[src/urbq_pkg.sv]
`timescale 1ns / 1ps
// ----------------------------------------------------------------------------
// urbq_pkg
// Shared types, action codes and default sizes for the UART ring queues.
// ----------------------------------------------------------------------------
package urbq_pkg;

	localparam int TX_DEPTH_DEF = 128;
	localparam int RX_DEPTH_DEF = 128;

	localparam logic [2:0] ACT_TX_WRITE   = 3'd0;
	localparam logic [2:0] ACT_HOLD_EMPTY = 3'd1;
	localparam logic [2:0] ACT_RX_BYTE    = 3'd2;
	localparam logic [2:0] ACT_RX_READ    = 3'd3;
	localparam logic [2:0] ACT_SPACE      = 3'd4;

	typedef struct packed {
		logic [2:0] action;
		logic [7:0] data;
		logic [7:0] len;
	} req_t;

	typedef struct packed {
		logic       line_valid;
		logic [7:0] line_byte;
		logic       rx_valid;
		logic [7:0] rx_byte;
		logic       tx_dropped;
		logic       rx_overwrote;
		logic       space_ok;
		logic       busy_res;
	} res_t;

endpackage

[src/uart_ring_buffer_queues_top.sv]
`timescale 1ns / 1ps
// ----------------------------------------------------------------------------
// uart_ring_buffer_queues_top
// Transmit and receive ring queues beside a UART, with direct hand-off of a
// byte to an idle transmitter, an overwrite flag (the byte is not queued) on
// a full receive queue and a transmit free-space query.
// The result strobe done rises in the cycle after a request is taken.
// Throughput: one request per cycle; busy is never raised and the receiver
// cannot stall. Each queue has one RAM with a registered read port, and the
// queued byte of a read comes straight from that port in the result cycle.
// Reset clears all pointers, the running flag and the strobe; the queue
// storage is not cleared, so no clearing pass follows reset.
// ----------------------------------------------------------------------------
module uart_ring_buffer_queues_top #(
	parameter int TX_DEPTH = urbq_pkg::TX_DEPTH_DEF,
	parameter int RX_DEPTH = urbq_pkg::RX_DEPTH_DEF
) (
	input  logic           clk,
	input  logic           arst_n,
	input  logic           start,
	output logic           busy,
	input  urbq_pkg::req_t req,
	output logic           done,
	output urbq_pkg::res_t res
);

	localparam int TX_PW = $clog2(TX_DEPTH);
	localparam int RX_PW = $clog2(RX_DEPTH);
	localparam int CW    = (TX_PW + 1 > 8) ? TX_PW + 1 : 8;

	logic [TX_PW-1:0] tx_head_q, tx_tail_q, tx_head_nx, tx_tail_nx;
	logic [RX_PW-1:0] rx_head_q, rx_tail_q, rx_head_nx, rx_tail_nx;
	logic             tx_busy_q;

	logic             accept;
	logic             tx_full, tx_empty, rx_full, rx_empty;
	logic             tx_we, tx_re, rx_we, rx_re;
	logic             direct, dropped, overwrote, tx_idle, space;
	logic [TX_PW:0]   tx_count, tx_room;
	logic [7:0]       tx_rdata, rx_rdata;

	logic             done_q, line_valid_q, line_ram_q, rx_valid_q;
	logic             tx_dropped_q, rx_overwrote_q, space_ok_q;
	logic [7:0]       line_data_q;

	assign busy   = 1'b0;
	assign accept = start & ~busy;

	assign tx_head_nx = (tx_head_q == TX_PW'(TX_DEPTH - 1)) ? '0 : tx_head_q + 1'b1;
	assign tx_tail_nx = (tx_tail_q == TX_PW'(TX_DEPTH - 1)) ? '0 : tx_tail_q + 1'b1;
	assign rx_head_nx = (rx_head_q == RX_PW'(RX_DEPTH - 1)) ? '0 : rx_head_q + 1'b1;
	assign rx_tail_nx = (rx_tail_q == RX_PW'(RX_DEPTH - 1)) ? '0 : rx_tail_q + 1'b1;

	assign tx_full  = (tx_head_nx == tx_tail_q);
	assign tx_empty = (tx_head_q == tx_tail_q);
	assign rx_full  = (rx_head_nx == rx_tail_q);
	assign rx_empty = (rx_head_q == rx_tail_q);

	assign tx_count = (tx_head_q >= tx_tail_q)
		? {1'b0, tx_head_q} - {1'b0, tx_tail_q}
		: {1'b0, tx_head_q} + (TX_PW + 1)'(TX_DEPTH) - {1'b0, tx_tail_q};
	assign tx_room  = (TX_PW + 1)'(TX_DEPTH - 1) - tx_count;

	always_comb begin
		tx_we     = 1'b0;
		tx_re     = 1'b0;
		rx_we     = 1'b0;
		rx_re     = 1'b0;
		direct    = 1'b0;
		dropped   = 1'b0;
		overwrote = 1'b0;
		tx_idle   = 1'b0;
		space     = 1'b0;
		case (req.action)
			urbq_pkg::ACT_TX_WRITE: begin
				if (tx_full) begin
					dropped = 1'b1;
				end else if (tx_busy_q) begin
					tx_we = 1'b1;
				end else begin
					direct = 1'b1;
				end
			end
			urbq_pkg::ACT_HOLD_EMPTY: begin
				if (!tx_empty) begin
					tx_re = 1'b1;
				end else begin
					tx_idle = 1'b1;
				end
			end
			urbq_pkg::ACT_RX_BYTE: begin
				rx_we     = 1'b1;
				overwrote = rx_full;
			end
			urbq_pkg::ACT_RX_READ: begin
				rx_re = ~rx_empty;
			end
			urbq_pkg::ACT_SPACE: begin
				space = (CW'(tx_room) >= CW'(req.len));
			end
			default: begin
			end
		endcase
	end

	urbq_ram #(
		.WIDTH(8),
		.DEPTH(TX_DEPTH)
	) u_tx_ram (
		.clk  (clk),
		.we   (accept & tx_we),
		.waddr(tx_head_q),
		.wdata(req.data),
		.re   (accept & tx_re),
		.raddr(tx_tail_q),
		.rdata(tx_rdata)
	);

	urbq_ram #(
		.WIDTH(8),
		.DEPTH(RX_DEPTH)
	) u_rx_ram (
		.clk  (clk),
		.we   (accept & rx_we),
		.waddr(rx_head_q),
		.wdata(req.data),
		.re   (accept & rx_re),
		.raddr(rx_tail_q),
		.rdata(rx_rdata)
	);

	always_ff @(posedge clk or negedge arst_n) begin
		if (!arst_n) begin
			tx_head_q      <= '0;
			tx_tail_q      <= '0;
			rx_head_q      <= '0;
			rx_tail_q      <= '0;
			tx_busy_q      <= 1'b0;
			done_q         <= 1'b0;
			line_valid_q   <= 1'b0;
			line_ram_q     <= 1'b0;
			rx_valid_q     <= 1'b0;
			tx_dropped_q   <= 1'b0;
			rx_overwrote_q <= 1'b0;
			space_ok_q     <= 1'b0;
		end else begin
			done_q <= accept;
			if (accept) begin
				if (tx_we) begin
					tx_head_q <= tx_head_nx;
				end
				if (tx_re) begin
					tx_tail_q <= tx_tail_nx;
				end
				if (rx_we && !rx_full) begin
					rx_head_q <= rx_head_nx;
				end
				if (rx_re) begin
					rx_tail_q <= rx_tail_nx;
				end
				if (direct) begin
					tx_busy_q <= 1'b1;
				end else if (tx_idle) begin
					tx_busy_q <= 1'b0;
				end
				line_valid_q   <= direct | tx_re;
				line_ram_q     <= tx_re;
				rx_valid_q     <= rx_re;
				tx_dropped_q   <= dropped;
				rx_overwrote_q <= overwrote;
				space_ok_q     <= space;
			end
		end
	end

	always_ff @(posedge clk) begin
		if (accept) begin
			line_data_q <= req.data;
		end
	end

	assign done = done_q;

	always_comb begin
		res              = '0;
		res.line_valid   = line_valid_q;
		res.line_byte    = line_valid_q ? (line_ram_q ? tx_rdata : line_data_q) : 8'd0;
		res.rx_valid     = rx_valid_q;
		res.rx_byte      = rx_valid_q ? rx_rdata : 8'd0;
		res.tx_dropped   = tx_dropped_q;
		res.rx_overwrote = rx_overwrote_q;
		res.space_ok     = space_ok_q;
		res.busy_res     = tx_busy_q;
	end

endmodule

[src/urbq_ram.sv]
`timescale 1ns / 1ps
// ----------------------------------------------------------------------------
// urbq_ram
// Generic single-write, single-read RAM with a registered read port.
// ----------------------------------------------------------------------------
module urbq_ram #(
	parameter int WIDTH = 8,
	parameter int DEPTH = 128
) (
	input  logic                     clk,
	input  logic                     we,
	input  logic [$clog2(DEPTH)-1:0] waddr,
	input  logic [WIDTH-1:0]         wdata,
	input  logic                     re,
	input  logic [$clog2(DEPTH)-1:0] raddr,
	output logic [WIDTH-1:0]         rdata
);

	logic [WIDTH-1:0] mem_q [DEPTH];

	always_ff @(posedge clk) begin
		if (we) begin
			mem_q[waddr] <= wdata;
		end
		if (re) begin
			rdata <= mem_q[raddr];
		end
	end

endmodule
[config.mk]
export PLATFORM = sky130hd
export DESIGN_NAME = uart_ring_buffer_queues_top
export DESIGN_NICKNAME = d
export VERILOG_FILES = /design/src/urbq_pkg.sv /design/src/uart_ring_buffer_queues_top.sv /design/src/urbq_ram.sv
export SDC_FILE = /design/constraint.sdc
export NUM_CORES = 2
export LEC_CHECK = 0
export BUFFER_PORTS_ARGS = -buffer_cell sky130_fd_sc_hd__buf_4
export CORE_ASPECT_RATIO = 1.75
export CORE_MARGIN = 2
export CORE_UTILIZATION = 50
export CTS_CLUSTER_DIAMETER = 80
export DETAILED_ROUTE_END_ITERATION = 8
export GPL_TIMING_DRIVEN = 0
export PLACE_DENSITY = 0.74
export SLEW_MARGIN = 5
export SYNTH_ARGS = -nofsm -noshare
export SYNTH_HDL_FRONTEND = slang
export SYNTH_SLANG_ARGS = --single-unit
[constraint.sdc]
create_clock -name clk -period 8.03 [get_ports clk]
set_input_delay 1.2045 -clock clk [delete_from_list [all_inputs] [get_ports clk]]
set_output_delay 1.2045 -clock clk [all_outputs]
set_load 0.1 [all_outputs]
=== Yosys cells after proc, flatten, opt, wreduce, memory -nomap -nowiden ===
Memories as Yosys holds them, arrays and structs flattened. A register that Yosys moved wholly into a read port is not among the register bits.
Cells that the tools add are included.

* Flip-flop bits (word level): 44
* Latch bits: 0
* Memory bits (writable): 2048
* Memory bits (read-only): 0
* Output and inout port bits: 24
* Logic and storage cells: 82
* Memories: 2

{| class="wikitable"
|+ Memories
! memory !! words !! width !! read ports !! clocked after memory_dff !! write ports !! RTL line !! RTL
|-
| u_rx_ram.mem_q || 128 || 8 || 1 || 1 || 1 || urbq_ram.sv:19 || <nowiki>logic [WIDTH-1:0] mem_q [DEPTH];</nowiki>
|-
| u_tx_ram.mem_q || 128 || 8 || 1 || 1 || 1 || urbq_ram.sv:19 ||
|}

* Add/subtract/negate cells: 8
* Multiply operators: 0
* Div/mod/pow operators: 0
* Magnitude comparators: 2
* Equal/unequal tests: 12
* Shifts and indexed selects: 0
* Mux-type cells: 30
* Bitwise gates (word level): 6
* Reduce and logical (&&, ||, !) cells: 9

{| class="wikitable"
|+ Operators by type and width
! kind !! count
|-
| 8-bit 2-to-1 mux || 4
|-
| 7-bit by 1-bit adder with 7-bit output, second input constant || 4
|-
| 7-bit == test || 4
|-
| 7-bit == test, second input constant || 4
|-
| 7-bit 2-to-1 mux || 4
|-
| 1-bit 2-to-1 mux || 22
|-
| 2-bit AND reduction || 5
|-
| 7-bit by 8-bit adder with 8-bit output, second input constant || 1
|-
| 8-bit >= comparator || 1
|-
| 7-bit by 7-bit subtractor with 8-bit output || 1
|-
| 7-bit by 8-bit subtractor with 8-bit output, first input constant || 1
|-
| 8-bit by 7-bit subtractor with 8-bit output || 1
|-
| 7-bit >= comparator || 1
|-
| 3-bit by 2-bit == test with 1-bit output, second input constant || 2
|-
| 1-bit AND || 4
|-
| 3-bit by 1-bit == test with 1-bit output, second input constant || 1
|-
| 3-bit == test, second input constant || 1
|-
| 3-bit zero test || 1
|-
| 2-bit nonzero test || 1
|-
| 1-bit logical AND || 1
|-
| 1-bit zero test || 1
|-
| 1-bit NOT || 1
|-
| 1-bit bitwise OR || 1
|}

=== Logic depth before layout (Yosys ltp) ===
* Word-level depth: 8
* Depth in mapped cells: 15
* Gate-level depth less buffers: 13

=== Modules after synthesis ===
A second synthesis with hierarchy kept.

* Cell total of the unflattened synthesis: 3613
* Area total of the unflattened synthesis: 82715.6 um^2

{| class="wikitable"
|+ Modules (own cells, without submodules)
! module !! times used !! cells an instance !! area each (um^2) !! seq. area each (um^2)
|-
| urbq_ram || 2 || 1635 || 39745.6 || 30989.7
|-
| uart_ring_buffer_queues_top || 1 || 343 || 3224.3 || 1141.1
|}

=== Worst setup path before layout ===
OpenSTA, ideal clock, no wires.

* Path kind: input to register
* Start: input req[18] (netlist bit)
* End: memory u_tx_ram.mem_q[56][0], enable pin
* Setup time: 395 ps
* Arrival: 3171 ps
* Data required time: 7635 ps
* Setup slack: 4465 ps
* Cell stages on the path: 6
* Cell sequence: nor3b_1 > and3_1 > clkbuf_1 > o21ai_2 > buf_2 > nor4_1

* Cells in the longest elaborated chain, start to end: 5

{| class="wikitable"
|+ Ends and longest elaborated chain
! what !! RTL line !! RTL
|-
| start: declaration || uart_ring_buffer_queues_top.sv:22 || <nowiki>input urbq_pkg::req_t req,</nowiki>
|-
| 3-bit zero test || uart_ring_buffer_queues_top.sv:74 || <nowiki>case (req.action)</nowiki>
|-
| 1-bit 2-to-1 mux || uart_ring_buffer_queues_top.sv:74 ||
|-
| 1-bit AND || uart_ring_buffer_queues_top.sv:111 || <nowiki>.we (accept & tx_we),</nowiki>
|-
| 1-bit 2-to-1 mux || urbq_ram.sv:22 || <nowiki>if (we) begin</nowiki>
|-
| 1-bit 2-to-1 mux (implied by the code) || urbq_ram.sv:23 || <nowiki>mem_q[waddr] <= wdata;</nowiki>
|-
| end: declaration || urbq_ram.sv:19 ||
|}

No other way between the ends.

=== Worst setup path after layout ===
* Start: register rx_tail_q[1]
* End: register u_rx_ram.rdata[5], read port of u_rx_ram.mem_q (data pin)

* Cells in the longest elaborated chain, start to end: 4

{| class="wikitable"
|+ Ends and longest elaborated chain
! what !! RTL line !! RTL
|-
| start: declaration || uart_ring_buffer_queues_top.sv:32 || <nowiki>logic [RX_PW-1:0] rx_head_q, rx_tail_q, rx_head_nx, rx_tail_nx;</nowiki>
|-
| start signal: assignment || uart_ring_buffer_queues_top.sv:159 || <nowiki>rx_tail_q <= rx_tail_nx;</nowiki>
|-
| 7-bit == test || uart_ring_buffer_queues_top.sv:57 || <nowiki>assign rx_empty = (rx_head_q == rx_tail_q);</nowiki>
|-
| 1-bit NOT || uart_ring_buffer_queues_top.sv:96 || <nowiki>rx_re = ~rx_empty;</nowiki>
|-
| 1-bit 2-to-1 mux || uart_ring_buffer_queues_top.sv:74 ||
|-
| 1-bit AND || uart_ring_buffer_queues_top.sv:127 || <nowiki>.re (accept & rx_re),</nowiki>
|-
| end: declaration || urbq_ram.sv:16 || <nowiki>output logic [WIDTH-1:0] rdata</nowiki>
|}

Several ways; a longest one is shown, not always the timed one.
A chain may end at the register's enable or synchronous reset.

==> results.py <==
metrics = {
    "timing": {
        "timing.fmax_mhz": 177.7,
        "period_share_pct": 70.08,
        "timing.setup.tns_ns": 0,
        "worstMarginPinSlew_ns": 1.769,
        "final_report_hold_violation_count": 0,
        "setup_repair_after_global_routing_missed_its_margin": "no",
        "worst_slew_margin_rel_pct": -20.97,
        "timing.final.max_slew_violations": 15,
        "finalSetupViolCount": 0,
        "worst_hold_slack_ns": 0.3553,
        "finalClockSkew_ns": 0.05574,
        "finalWorstPathRequiredPeriod_ns": 5.627,
    },
    "outcome": {
        "violations_in_the_final_reports": "max-capacitance violations, max-slew violations",
        "status": "finished, violations left",
    },
    "floorplan": {
        "core_um2": 166000,
        "die_width_um": 312.7,
        "start_util_pct": 50.23,
        "fp_rows": 198,
        "num_io_pins": 46,
        "fp.dieH_um": 544.2,
        "die_footprint_um2": 170200,
    },
    "place": {
        "port_buffers": 44,
        "gp_routability_congestion": 1.061,
        "place.detailed.hpwl_um": 191500,
    },
    "logic_synthesis": {
        "postSynthRegisterBits": 2108,
        "syn-instance-count": 4199,
        "synth_warnings": 0,
        "avgSynthCellArea_um2": 19.86,
        "synthArstFlopShare_pct": 1.708,
        "syn-num-nets": 4241,
        "post_synth_instance_area_um2": 83370,
        "synth_enable_flop_cells": 2072,
        "seq_area_frac_synth_pct": 75.71,
        "synthDistinctLibCells": 88,
        "dominantRegCellSynth": "sky130_fd_sc_hd__edfxtp_1",
    },
    "min_path": {
        "hold_path_class": "input port to async pin",
    },
    "detailed_routing": {
        "dr.first_iter.drc_count": 6906,
        "via_count_of_the_routed_design": 46330,
        "routedWlPerCell_um": 41.12,
        "final_antenna_net_count": 0,
        "detailedRoute.firstPassIterationCount": 8,
        "remaining_drc_errors": 0,
        "postRouteWirelength_um": 280200,
        "viasPerCell": 6.801,
    },
    "critical_path": {
        "crit_chain": "buf_2, buf_2, buf_2, buf_2, mux2i_1, nand2_1, a311oi_1, o31ai_1, o32a_1",
        "worst_path_max_delay_cell": "sky130_fd_sc_hd__a311oi_1",
        "worst_setup_path_end_kind": "register",
        "timing.critical_path.from_type": "register",
        "timing.critical_path.arrival_ns": 6.19,
        "cpPeakStageDelay_ns": 1.17,
        "worst-setup-path-type": "register to register",
        "cp_data_required_time_ns": 8.59,
        "largest_fanout_on_the_critical_path": 10,
        "path_common_cell": "sky130_fd_sc_hd__buf_2",
        "r2r_slack_ns": 2.40,
    },
    "global_route": {
        "grt_remaining_overflow": 0,
        "number_of_global_route_vias_before_repair": 45890,
        "grt_start_max_net_pins": 152,
        "first_pass_grt_wire_length_um": 377700,
        "antenna_found_initial": 10,
        "globalRouteTotalUtil_pct": 32.84,
    },
    "pwr": {
        "vdd.ir_drop.worst_v": 0.0001906,
        "total_power_mw": 29.80,
        "leakage_nw": 29.20,
        "cellPowerDensity_nw_per_um2": 318.7,
    },
    "clocking": {
        "tritoncts": "done",
        "postCtsResizedCells": 0,
        "clock-root-buffer": "sky130_fd_sc_hd__clkbuf_16",
        "cts_buffer_count": 189,
        "max-clock-path-buffers": 4,
        "clk_transition_reported_paths_ns": 0.07,
        "hold_buffers": 0,
        "clock_latency_reported_for_the_late_side_of_the_worst_skew_pair_ns": 0.85,
        "cts.sink_count": 2108,
        "cts_htree_levels": 4,
        "cts.repair_timing.setup_buffer_count": 0,
    },
    "layout": {
        "layout.filler_cells": 12360,
        "final_common_cell": "sky130_fd_sc_hd__edfxtp_1",
        "leading_cell_types_in_the_layout_fill_and_taps_excluded": "sky130_fd_sc_hd__edfxtp_1, sky130_fd_sc_hd__mux4_2, sky130_fd_sc_hd__mux2i_1",
        "final_net_count": 4507,
        "finish.utilization_pct": 56.34,
        "relative_area_change_from_synthesis_to_final_layout_pct": 12.16,
        "drive_gt1_share_pct": 22.17,
    },
    "flow_run": {
        "maxCapViolations": 4,
    },
}
[layer usage]
layer  vias to the layer above  share of wire (%)  global-route usage (%)
met1                     23880                 30                   34.04
met3                      1095                8.5                   5.949
met5                         -              0.013                       0
met4                         6                 12                   30.90
met2                      3447                 50                   56.08
li1                      17910                  -                       -
[through the flow]
| step | std cells | instance area, um2 | worst slack (ns) |
|---|---|---|---|
| 4_1_cts | 6809 | 93370 | 2.733 |
| 3_5_place_dp | 6474 | 87290 | 2.700 |
| 5_1_grt | 6810 | 93510 | 2.678 |
| 3_3_place_gp | 6443 | 86460 | 2.734 |
| 2_1_floorplan | 4199 | 83370 | 4.465 |
| 6_report | 6813 | 93520 | 2.403 |
[report_power, final]
| group | switching [mW] | internal, mW | total, mW | leakage, nW |
|---|---|---|---|---|
| combinational | 5.80 | 2.65 | 8.45 | 7.15 |
| clock | 4.05 | 5.09 | 9.14 | 2.98 |
| sequential | 0.0573 | 12.2 | 12.2 | 19.1 |
| total | 9.91 | 19.9 | 29.8 | 29.2 |
[sequential cells by signal, summed over array words and instances, names as in the netlist]
| name | count |
|---|---|
| tx_dropped_q | 1 |
| rx_overwrote_q | 1 |
| u_tx_ram.rdata | 8 |
| done | 1 |
| u_rx_ram.mem_q | 1024 |
| tx_tail_q | 7 |
| rx_head_q | 7 |
| u_tx_ram.mem_q | 1024 |
| rx_valid_q | 1 |
| tx_head_q | 7 |
| line_ram_q | 1 |
| u_rx_ram.rdata | 8 |
| line_valid_q | 1 |
| space_ok_q | 1 |
| line_data_q | 8 |
| rx_tail_q | 7 |
| tx_busy_q | 1 |
[cell families after synthesis]
logic type | count (synthesis) | synth area share, %
AO/OA/AOI/OAI | 486 | 4.333
XOR/XNOR | 33 | 0.3467
adder cells (fa/ha/maj) | 20 | 0.3092
buffers and inverters | 275 | 1.924
flip-flops | 2108 | 75.71
multiplexers | 668 | 14.00
other | 1 | 0.004498
AND/OR/NAND/NOR | 608 | 3.375
[area by class of cell]
class,count,area [um2],share of cell area (%)
Sequential cell,2108,63120,67.50
Multi-Input combinational cell,1816,19070,20.39
Clock buffer,221,4945,5.288
Tap cell,2200,2753,2.943
Buffer,246,1504,1.608
Clock inverter,114,1141,1.220
Timing Repair Buffer,75,864.6,0.9245
Inverter,29,108.9,0.1164
Antenna cell,4,10.01,0.01070
[critical path, delay by kind of cell, from the launching register on]
family                 cells  cell delay (ns)
flip-flops                 1             0.49
AO/OA/AOI/OAI              3             2.04
AND/OR/NAND/NOR            1             0.09
buffers and inverters      4             2.34
multiplexers               1             0.30
[path summary, 6_finish.rpt]
path                            cells past startpoint                 to      startpoint
worst max-delay path                                9  u_rx_ram.rdata[5]    rx_tail_q[1]
worst max register to register                      9  u_rx_ram.rdata[5]    rx_tail_q[1]
min in group clk                                    1     rx_overwrote_q  rx_overwrote_q
worst min-delay path                                1         rx_valid_q          arst_n
max in group asynchronous                           1       tx_head_q[2]          arst_n
worst min register to register                      1     rx_overwrote_q  rx_overwrote_q
[synthesized netlist by cell type, drive strengths merged (30+ instances only)]
cell | n | area, um2
nor2b | 30 | 187.7
nor3 | 123 | 615.6
o21ai | 43 | 219.0
a2111oi | 35 | 334.1
a21oi | 64 | 320.3
nand2 | 124 | 465.5
edfxtp | 2072 | 62220
nor2 | 210 | 790.8
a22oi | 68 | 510.5
mux2i | 256 | 2562
nand3 | 38 | 190.2
a211oi | 39 | 292.8
dfrtp | 36 | 900.9
mux4 | 397 | 8941
o22ai | 53 | 331.6
clkbuf | 85 | 319.1
buf | 161 | 1176
a22o | 41 | 359.1
(Power assumes the default switching activity.)
